**src/sv/wms_pkg.sv**
```systemverilog
package wms_pkg;

    localparam int MAX_DIM = 7;
    localparam int DEPTH   = MAX_DIM * MAX_DIM;
    localparam int CNT_W   = $clog2(DEPTH);
    localparam int PIX_W   = 8;
    localparam int DIM_W   = 3;

    typedef logic [PIX_W-1:0] pixel_t;
    typedef logic [CNT_W-1:0] count_t;
    typedef logic [DIM_W-1:0] dim_t;

    localparam dim_t DIM_RESET = dim_t'(3);

    // commands from the controller to the sorting chain
    typedef struct packed {
        logic             insert;
        logic             clear;
        logic             load;
        logic [DEPTH-1:0] pick_sel;
    } wms_cmd_t;

endpackage

```
**src/sv/wms_ctrl.sv**
```systemverilog
module wms_ctrl import wms_pkg::*; (
    input  logic     aclk,
    input  logic     aresetn,
    input  logic     s_tvalid,
    output logic     s_tready,
    input  logic     cfg_valid,
    output logic     cfg_ready,
    input  dim_t     cfg_data,
    output logic     m_tvalid,
    input  logic     m_tready,
    output wms_cmd_t cmd
);

    localparam logic ST_COLLECT = 1'b0;
    localparam logic ST_HOLD    = 1'b1;

    // index of the last byte of a window, side 0 counts as 1
    function automatic count_t last_index(dim_t dim);
        logic [2*DIM_W-1:0] side;
        logic [2*DIM_W-1:0] sq;
        side = {{DIM_W{1'b0}}, dim};
        if (dim == '0) begin
            side = {{(2*DIM_W-1){1'b0}}, 1'b1};
        end else if (dim > dim_t'(MAX_DIM)) begin
            side = (2*DIM_W)'(MAX_DIM);
        end
        sq = side * side;
        return count_t'(sq - 1'b1);
    endfunction

    function automatic logic [DEPTH-1:0] mid_onehot(count_t last);
        logic [DEPTH-1:0] sel;
        count_t           mid;
        mid = last >> 1;
        for (int i = 0; i < DEPTH; i++) begin
            sel[i] = (count_t'(i) == mid);
        end
        return sel;
    endfunction

    logic             state_reg, state_next;
    count_t           count_reg, count_next;
    count_t           last_reg, last_next;
    logic [DEPTH-1:0] sel_reg, sel_next;
    logic             window_last, accept, cfg_wr, done;

    assign cfg_ready   = 1'b1;
    assign cfg_wr      = cfg_valid;
    assign window_last = (count_reg == last_reg);
    // only the closing beat of a window needs room in the output register
    assign s_tready    = !window_last || (state_reg == ST_COLLECT) || m_tready;
    assign accept      = s_tvalid && s_tready;
    assign done        = accept && window_last;
    assign m_tvalid    = (state_reg == ST_HOLD);

    assign cmd.insert   = accept;
    assign cmd.clear    = done || cfg_wr;
    assign cmd.load     = done;
    assign cmd.pick_sel = sel_reg;

    always_comb begin
        count_next = count_reg;
        last_next  = last_reg;
        sel_next   = sel_reg;
        if (cfg_wr) begin
            last_next  = last_index(cfg_data);
            sel_next   = mid_onehot(last_next);
            count_next = '0;
        end else if (accept) begin
            count_next = window_last ? '0 : count_reg + 1'b1;
        end
    end

    always_comb begin
        state_next = state_reg;
        unique case (state_reg)
            ST_COLLECT: begin
                if (done) state_next = ST_HOLD;
            end
            ST_HOLD: begin
                if (!done && m_tready) state_next = ST_COLLECT;
            end
            default: state_next = ST_COLLECT;
        endcase
    end

    always_ff @(posedge aclk) begin
        if (!aresetn) begin
            state_reg <= ST_COLLECT;
            count_reg <= '0;
            last_reg  <= last_index(DIM_RESET);
            sel_reg   <= mid_onehot(last_index(DIM_RESET));
        end else begin
            state_reg <= state_next;
            count_reg <= count_next;
            last_reg  <= last_next;
            sel_reg   <= sel_next;
        end
    end

endmodule

```
**src/sv/wms_datapath.sv**
```systemverilog
module wms_datapath import wms_pkg::*; (
    input  logic     aclk,
    input  logic     aresetn,
    input  wms_cmd_t cmd,
    input  pixel_t   s_tdata,
    output pixel_t   m_tdata
);

    pixel_t           val_reg [DEPTH];
    pixel_t           val_next [DEPTH];
    logic [DEPTH-1:0] vld_reg, vld_next;
    logic [DEPTH-1:0] gt;
    pixel_t           median_reg, median_pick;

    // empty cells sort above every byte
    always_comb begin
        for (int i = 0; i < DEPTH; i++) begin
            gt[i] = !vld_reg[i] || (val_reg[i] > s_tdata);
        end
    end

    // insertion: cells above the slot shift up by one
    always_comb begin
        val_next[0] = gt[0] ? s_tdata : val_reg[0];
        vld_next[0] = gt[0] ? 1'b1    : vld_reg[0];
        for (int i = 1; i < DEPTH; i++) begin
            val_next[i] = val_reg[i];
            vld_next[i] = vld_reg[i];
            if (gt[i]) begin
                if (!gt[i-1]) begin
                    val_next[i] = s_tdata;
                    vld_next[i] = 1'b1;
                end else begin
                    val_next[i] = val_reg[i-1];
                    vld_next[i] = vld_reg[i-1];
                end
            end
        end
    end

    always_comb begin
        median_pick = '0;
        for (int i = 0; i < DEPTH; i++) begin
            median_pick = median_pick | (val_next[i] & {PIX_W{cmd.pick_sel[i]}});
        end
    end

    always_ff @(posedge aclk) begin
        if (!aresetn) begin
            vld_reg <= '0;
        end else if (cmd.clear) begin
            vld_reg <= '0;
        end else if (cmd.insert) begin
            vld_reg <= vld_next;
        end
    end

    always_ff @(posedge aclk) begin
        if (cmd.insert) begin
            for (int i = 0; i < DEPTH; i++) begin
                val_reg[i] <= val_next[i];
            end
        end
        if (cmd.load) begin
            median_reg <= median_pick;
        end
    end

    assign m_tdata = median_reg;

endmodule

```
**src/sv/window_median_select.sv**
```systemverilog
// channel   dir  handshake             payload
// s_        in   s_tvalid/s_tready     s_tdata: pixel [7:0]
// m_        out  m_tvalid/m_tready     m_tdata: median_value [7:0]
// cfg_      in   cfg_valid/cfg_ready   cfg_data: window_dim [2:0]
//
// one pixel beat per cycle while s_tready is high: the sorting chain places each byte as it is accepted
// the median leaves the output register in the cycle after the closing beat of a window
// input stalls only on the closing beat while an earlier median still waits
// a window_dim write discards any partial window; cfg_ready is always high
// synchronous active-low reset: empty chain, window_dim of 3
module window_median_select import wms_pkg::*; (
    input  logic   aclk,
    input  logic   aresetn,
    input  logic   s_tvalid,
    output logic   s_tready,
    input  pixel_t s_tdata,   // [7:0] pixel
    output logic   m_tvalid,
    input  logic   m_tready,
    output pixel_t m_tdata,   // [7:0] median_value
    input  logic   cfg_valid,
    output logic   cfg_ready,
    input  dim_t   cfg_data
);

    wms_cmd_t cmd;

    wms_ctrl u_ctrl (
        .aclk      (aclk),
        .aresetn   (aresetn),
        .s_tvalid  (s_tvalid),
        .s_tready  (s_tready),
        .cfg_valid (cfg_valid),
        .cfg_ready (cfg_ready),
        .cfg_data  (cfg_data),
        .m_tvalid  (m_tvalid),
        .m_tready  (m_tready),
        .cmd       (cmd)
    );

    wms_datapath u_datapath (
        .aclk    (aclk),
        .aresetn (aresetn),
        .cmd     (cmd),
        .s_tdata (s_tdata),
        .m_tdata (m_tdata)
    );

endmodule

```
**config.mk**
```make
export PLATFORM = sky130hd
export DESIGN_NAME = window_median_select
export DESIGN_NICKNAME = d
export VERILOG_FILES = /design/src/sv/wms_pkg.sv /design/src/sv/wms_ctrl.sv /design/src/sv/wms_datapath.sv /design/src/sv/window_median_select.sv
export SDC_FILE = /design/constraint.sdc
export NUM_CORES = 1
export LEC_CHECK = 0
export CAP_MARGIN = 10
export CORE_MARGIN = 5
export CORE_UTILIZATION = 50
export DETAILED_ROUTE_END_ITERATION = 8
export DONT_BUFFER_PORTS = 1
export PLACE_DENSITY = 0.79
export SLEW_MARGIN = 20
export SYNTH_ARGS = -nofsm -noshare
export SYNTH_HDL_FRONTEND = slang
export SYNTH_SLANG_ARGS = --single-unit
```
**constraint.sdc**
```tcl
create_clock -name aclk -period 10.8 [get_ports aclk]
set_input_delay 1.62 -clock aclk [delete_from_list [all_inputs] [get_ports aclk]]
set_output_delay 1.62 -clock aclk [all_outputs]
set_load 0.05 [all_outputs]
```
Word level (Yosys, flattened, before mapping)
Memories as Yosys holds them, arrays and structs flattened.
Index checks and enable logic that the tools add are counted.

word-level totals
  output and inout bits = 11
  memory bits (read-only) = 0
  bits in latches = 0
  memory bits (writable) = 392
  register bits = 102
  memories kept = 1
  input bits = 16

operators by class
  mux-type cells = 154
  shifts and indexed selects = 0
  bitwise operators = 65
  multipliers = 1
  $lt $le $gt $ge = 50
  equal/unequal tests = 32
  reductions and logical operators = 159
  divide/modulo/power cells = 0
  add/subtract/negate cells = 2

memories
  name                words  bits a word  rd ports  clocked after memory_dff  write ports  RTL line           RTL
  u_datapath.val_reg  49     8            49        0                         49           wms_datapath.sv:9  pixel_t val_reg [DEPTH];

operators by type and width
  cell                                              number
  2-to-1 mux 8 bit                                  97
  > comparator 8 bit                                49
  bitwise AND 8 bit                                 32
  bitwise OR 8 bit                                  31
  AND reduction 2 bit                               49
  == test 5 bit, first input constant               16
  logical OR 1 bit                                  52
  2-to-1 mux 1 bit                                  52
  logical NOT 1 bit                                 51
  == test 4 x 5 -> 1 bit, first input constant      8
  == test 3 x 5 -> 1 bit, first input constant      4
  2-to-1 mux 6 bit                                  3
  == test 2 x 5 -> 1 bit, first input constant      2
  adder 6 x 1 -> 6 bit, second input constant       1
  == test 6 bit                                     1
  logical NOT 6 bit                                 1
  multiplier 6 x 6 -> 6 bit                         1
  subtractor 6 x 1 -> 6 bit, second input constant  1
  == test 1 x 5 -> 1 bit, first input constant      1
  OR reduction 2 bit                                2
  > comparator 3 bit, second input constant         1
  logical AND 1 bit                                 3
  logical NOT 3 bit                                 1
  2-to-1 mux 3 bit                                  1
  2 further kinds                                   3

Longest topological paths before layout
An unclocked memory read counts as a cell.

  depth after elaboration = 37
  mapped depth = 14
  mapped depth without buffers = 13

Modules after synthesis
A second synthesis with hierarchy kept.

unflattened totals
  cell total of the unflattened synthesis = 4195
  area, all modules = 38341.8 um^2

by module, submodules not included
  module        area an instance (um^2)  instances  cells each
  wms_datapath  36258.5                  1          3978
  wms_ctrl      2083.2                   1          217

Worst setup path after synthesis
OpenSTA, ideal clock, no wires.

  path type = input to register
  start = input port m_tready
  end = register u_datapath.vld_reg[1]
  setup slack = 0.131 ns
  required time = 10.707 ns
  library setup time = 0.093 ns
  arrival time = 10.577 ns
  stages = 8
  cell sequence = nor2b_1 -> nand2_1 -> nand2_1 -> inv_1 -> clkbuf_1 -> buf_1 -> a22oi_1 -> nor2_1

RTL lines
  item                    RTL line                    RTL
  start: declaration      window_median_select.sv:18  input logic m_tready,
  end signal: assignment  wms_datapath.sv:54          vld_reg <= vld_next;
  end: declaration        wms_datapath.sv:11          logic [DEPTH-1:0] vld_reg, vld_next;

Worst setup path in the final report
  start = input port s_tdata[5]
  end = register u_datapath.median_reg[4] (netlist: u_datapath.m_tdata[4]), data pin

on the way
  longest elaborated chain between the ends = 36

RTL lines
  item                             RTL line                    RTL
  start: declaration               window_median_select.sv:16  input pixel_t s_tdata,
  > comparator 8 bit               wms_datapath.sv:18          gt[i] = !vld_reg[i] || (val_reg[i] > s_tdata);
  logical OR 1 bit                 wms_datapath.sv:18
  2-to-1 mux 8 bit                 wms_datapath.sv:30          if (!gt[i-1]) begin
  2-to-1 mux 8 bit                 wms_datapath.sv:29          if (gt[i]) begin
  bitwise AND 8 bit                wms_datapath.sv:44          median_pick = median_pick | (val_next[i] & {PIX_W{cmd.pick_sel[i]}});
  bitwise OR 8 bit (30 in series)  wms_datapath.sv:44
  bitwise OR 8 bit *               wms_datapath.sv:44
  via u_datapath.median_pick[4]    wms_datapath.sv:13          pixel_t median_reg, median_pick;
  end signal: assignment           wms_datapath.sv:65          median_reg <= median_pick;
  end: declaration                 wms_datapath.sv:13

Mark *: on every way through the listed nets, which the timed path passes. The rest lies on a longest branch.
A chain may end at the register's enable or synchronous reset.

==> results.sh <==
export IMPL_outcome="complete, no violations"
export IMPL_dieArea_sq_mm=0.0572
export IMPL_grt_pass1_vias=24500
export IMPL_dpl_cell_area_sq_mm=0.0267
export IMPL_yosysWarnings=0
export IMPL_area_growth_pct=6.87
export IMPL_rsz0062_at_grt="false"
export IMPL_post_route_cell_area_sq_mm=0.0281
export IMPL_period_share=0.598
export IMPL_worst_pin_slew_ns=1.28
export IMPL_slew_violations=0
export IMPL_hold_viol_final=0
export IMPL_critPathLaunchType="input port"
export IMPL_route_detailed_drc=0
export IMPL_setup_viol=0
export IMPL_insertion_delay_ns=0.58
export IMPL_dp_cells=3429
export IMPL_clock_path_buffers=3
export IMPL_synth_area_leaders="edfxtp_1, ha_1, a31oi_1, dfxtp_1, a21oi_1"
export IMPL_overflow=0
export IMPL_criticalPathCategory="in2reg"
export IMPL_synthCells=2889
export IMPL_finish_utilization=0.536
export IMPL_critical_path_required_ns=11.11
export IMPL_post_dp_hpwl_mm=77.4
export IMPL_p_leak_nw=10.1
export IMPL_p_total_mw=3.51
export IMPL_antenna_found_initial=6
export IMPL_synth_largest_area_cell="edfxtp_1"
export IMPL_clock_skew_ns=0.0181
export IMPL_post_cts_buffers=0
export IMPL_peakVddDrop_v=0.000107
export IMPL_fp_coreArea_sq_mm=0.0523
export IMPL_ys_flop_type="edfxtp_1"
export IMPL_dieWidth_um=239
export IMPL_cap_violations=0
export IMPL_wl_mm=109
export IMPL_layout_nets=3064
export IMPL_numCtsBuffers=42
export IMPL_cts_resized_gates=0
export IMPL_slew_headroom=0.142
export IMPL_yosys_top_cells_count="edfxtp_1, ha_1, a21oi_1"
export IMPL_port_buffers=0
export IMPL_cp_end_kind="flop"
export IMPL_initial_core_util=0.502
export IMPL_antenna_left=0
export IMPL_dr_pass1_iters=6
export IMPL_cts_tree="done"
export IMPL_clkTransAtPathRegs_ns=0.06
export IMPL_wl_per_cell_um=31.1
export IMPL_drt_iter0_markers=4447
export IMPL_synth_edf_count=264
export IMPL_yosysSeqAreaShare=0.360
export IMPL_largest_reg_flops=256
export IMPL_hp_class="reg2reg"
export IMPL_root_buffer="clkbuf_16"
export IMPL_reg2reg_slack_ns=5.97
export IMPL_async_reset_ff_frac=0
export IMPL_synthMostInstantiatedCell="edfxtp_1"
export IMPL_final_cells=3508
export IMPL_ys_types=74
export IMPL_htreeDepth=2
export IMPL_io_pins=27
export IMPL_mappedNetlistNets=3166
export IMPL_ys_seq_elements=340
export IMPL_grt_pass1_wl_mm=160
export IMPL_arrival_ns=6.77
export IMPL_vias=26800
export IMPL_drive_gt1_frac=0.0525
export IMPL_clock_sinks=340
export IMPL_finalSetupTns_ns=0
export IMPL_grt_max_degree=140
export IMPL_die_h_um=239
export IMPL_power_density_mw_per_mm2=125
export IMPL_syn_avg_cell_area_sq_um=9.09
export IMPL_fmaxAchievable_ghz=0.155
export IMPL_rows=84
export IMPL_viasPerCell=7.65
export IMPL_period_needed_ns=6.46
export IMPL_netlist_area_leader_share=0.302
export IMPL_cts_hold_buf=0
export IMPL_netlist_area_sq_mm=0.0263
export IMPL_place_congestion=1.09
export IMPL_path_max_fanout=27
export IMPL_grt_use_total=0.366
## stage by stage
| step | hold slack, ns | setup slack, ns |
|---|---|---|
| 6_report | 0.474 | 4.34 |
| 5_1_grt | 0.502 | 4.37 |
| 4_1_cts | 0.474 | 4.71 |
| 3_5_place_dp | 0.457 | 4.12 |
| 3_3_place_gp | 0.451 | 3.96 |
| 2_1_floorplan | 0.430 | 0.131 |
## layout by cell type (no fill, tap or decap), types with 10 or more instances in the layout
| cell | n |
|---|---|
| edfxtp_1 | 264 |
| a311oi_1 | 74 |
| o21a_1 | 22 |
| a31oi_1 | 255 |
| clkbuf_16 | 45 |
| clkinv_2 | 11 |
| a32oi_1 | 20 |
| a22o_1 | 11 |
| a32o_1 | 21 |
| a2111oi_0 | 24 |
| o41ai_1 | 48 |
| a22oi_1 | 39 |
| nand2_1 | 89 |
| o31ai_1 | 53 |
| ha_1 | 261 |
| nor2_1 | 218 |
| inv_1 | 74 |
| a211oi_1 | 18 |
| a21oi_1 | 256 |
| nand3_1 | 146 |
| nor2b_1 | 66 |
| o21ai_0 | 174 |
| a211o_1 | 48 |
| nand4_1 | 141 |
| dfxtp_1 | 76 |
| buf_4 | 40 |
| o211ai_1 | 57 |
| a2111o_1 | 10 |
| mux2i_1 | 17 |
| and4_1 | 24 |
| clkbuf_1 | 14 |
| nor4_1 | 16 |
| and2_1 | 25 |
## cells by family after synthesis
logic type      after synthesis  share of synthesized area
compound gates             1205                      0.310
xor+xnor                     11                    0.00367
fa+ha+maj                   261                      0.124
buf+inv                     271                     0.0400
flops                       340                      0.360
mux                          27                     0.0109
other cells                   2                   0.000286
simple gates                772                      0.152
## layer usage
metal / GRT usage / part of all wire
met1: 0.481 / 0.37
met2: 0.542 / 0.42
met3: 0.0843 / 0.12
met4: 0.234 / 0.083
met5: 0 / 0.00058
## where the power goes
part	internal, mW	switching [mW]
sequential	1.49	0.0796
clock	0.804	0.599
combinational	0.180	0.355
## final timing paths
kind	end	depth (start not counted)	start
max	u_datapath.m_tdata[4]	11	s_tdata[5]
min	u_ctrl.sel_reg[3]	1	u_ctrl.sel_reg[3]
max reg2reg	u_datapath.m_tdata[2]	9	u_datapath.val_reg[8][5]
min reg2reg	u_ctrl.sel_reg[3]	1	u_ctrl.sel_reg[3]
## worst max-delay path, cell delays in order
cell and delay [ns]:
inv_2 0.46, buf_4 0.56, ha_1 0.34, nand4_1 0.14, nor2_1 0.09, a21oi_1 0.51, or3_1 0.67, a31oi_1 0.45
a2111oi_1 1.04, nand4_1 0.35, or4_1 0.49
## layout make-up
class                   count  area [sq um]
fillers                  4705         24300
well taps                 688           861
diodes                      1          2.50
clock buffers              62          1220
inverters                  83           319
flip-flops and latches    340          9450
multi-input cells        2278         15800
clock inverters            14          92.6
repair buffers             42           325
Note: power is estimated with default switching activity, not from simulation.
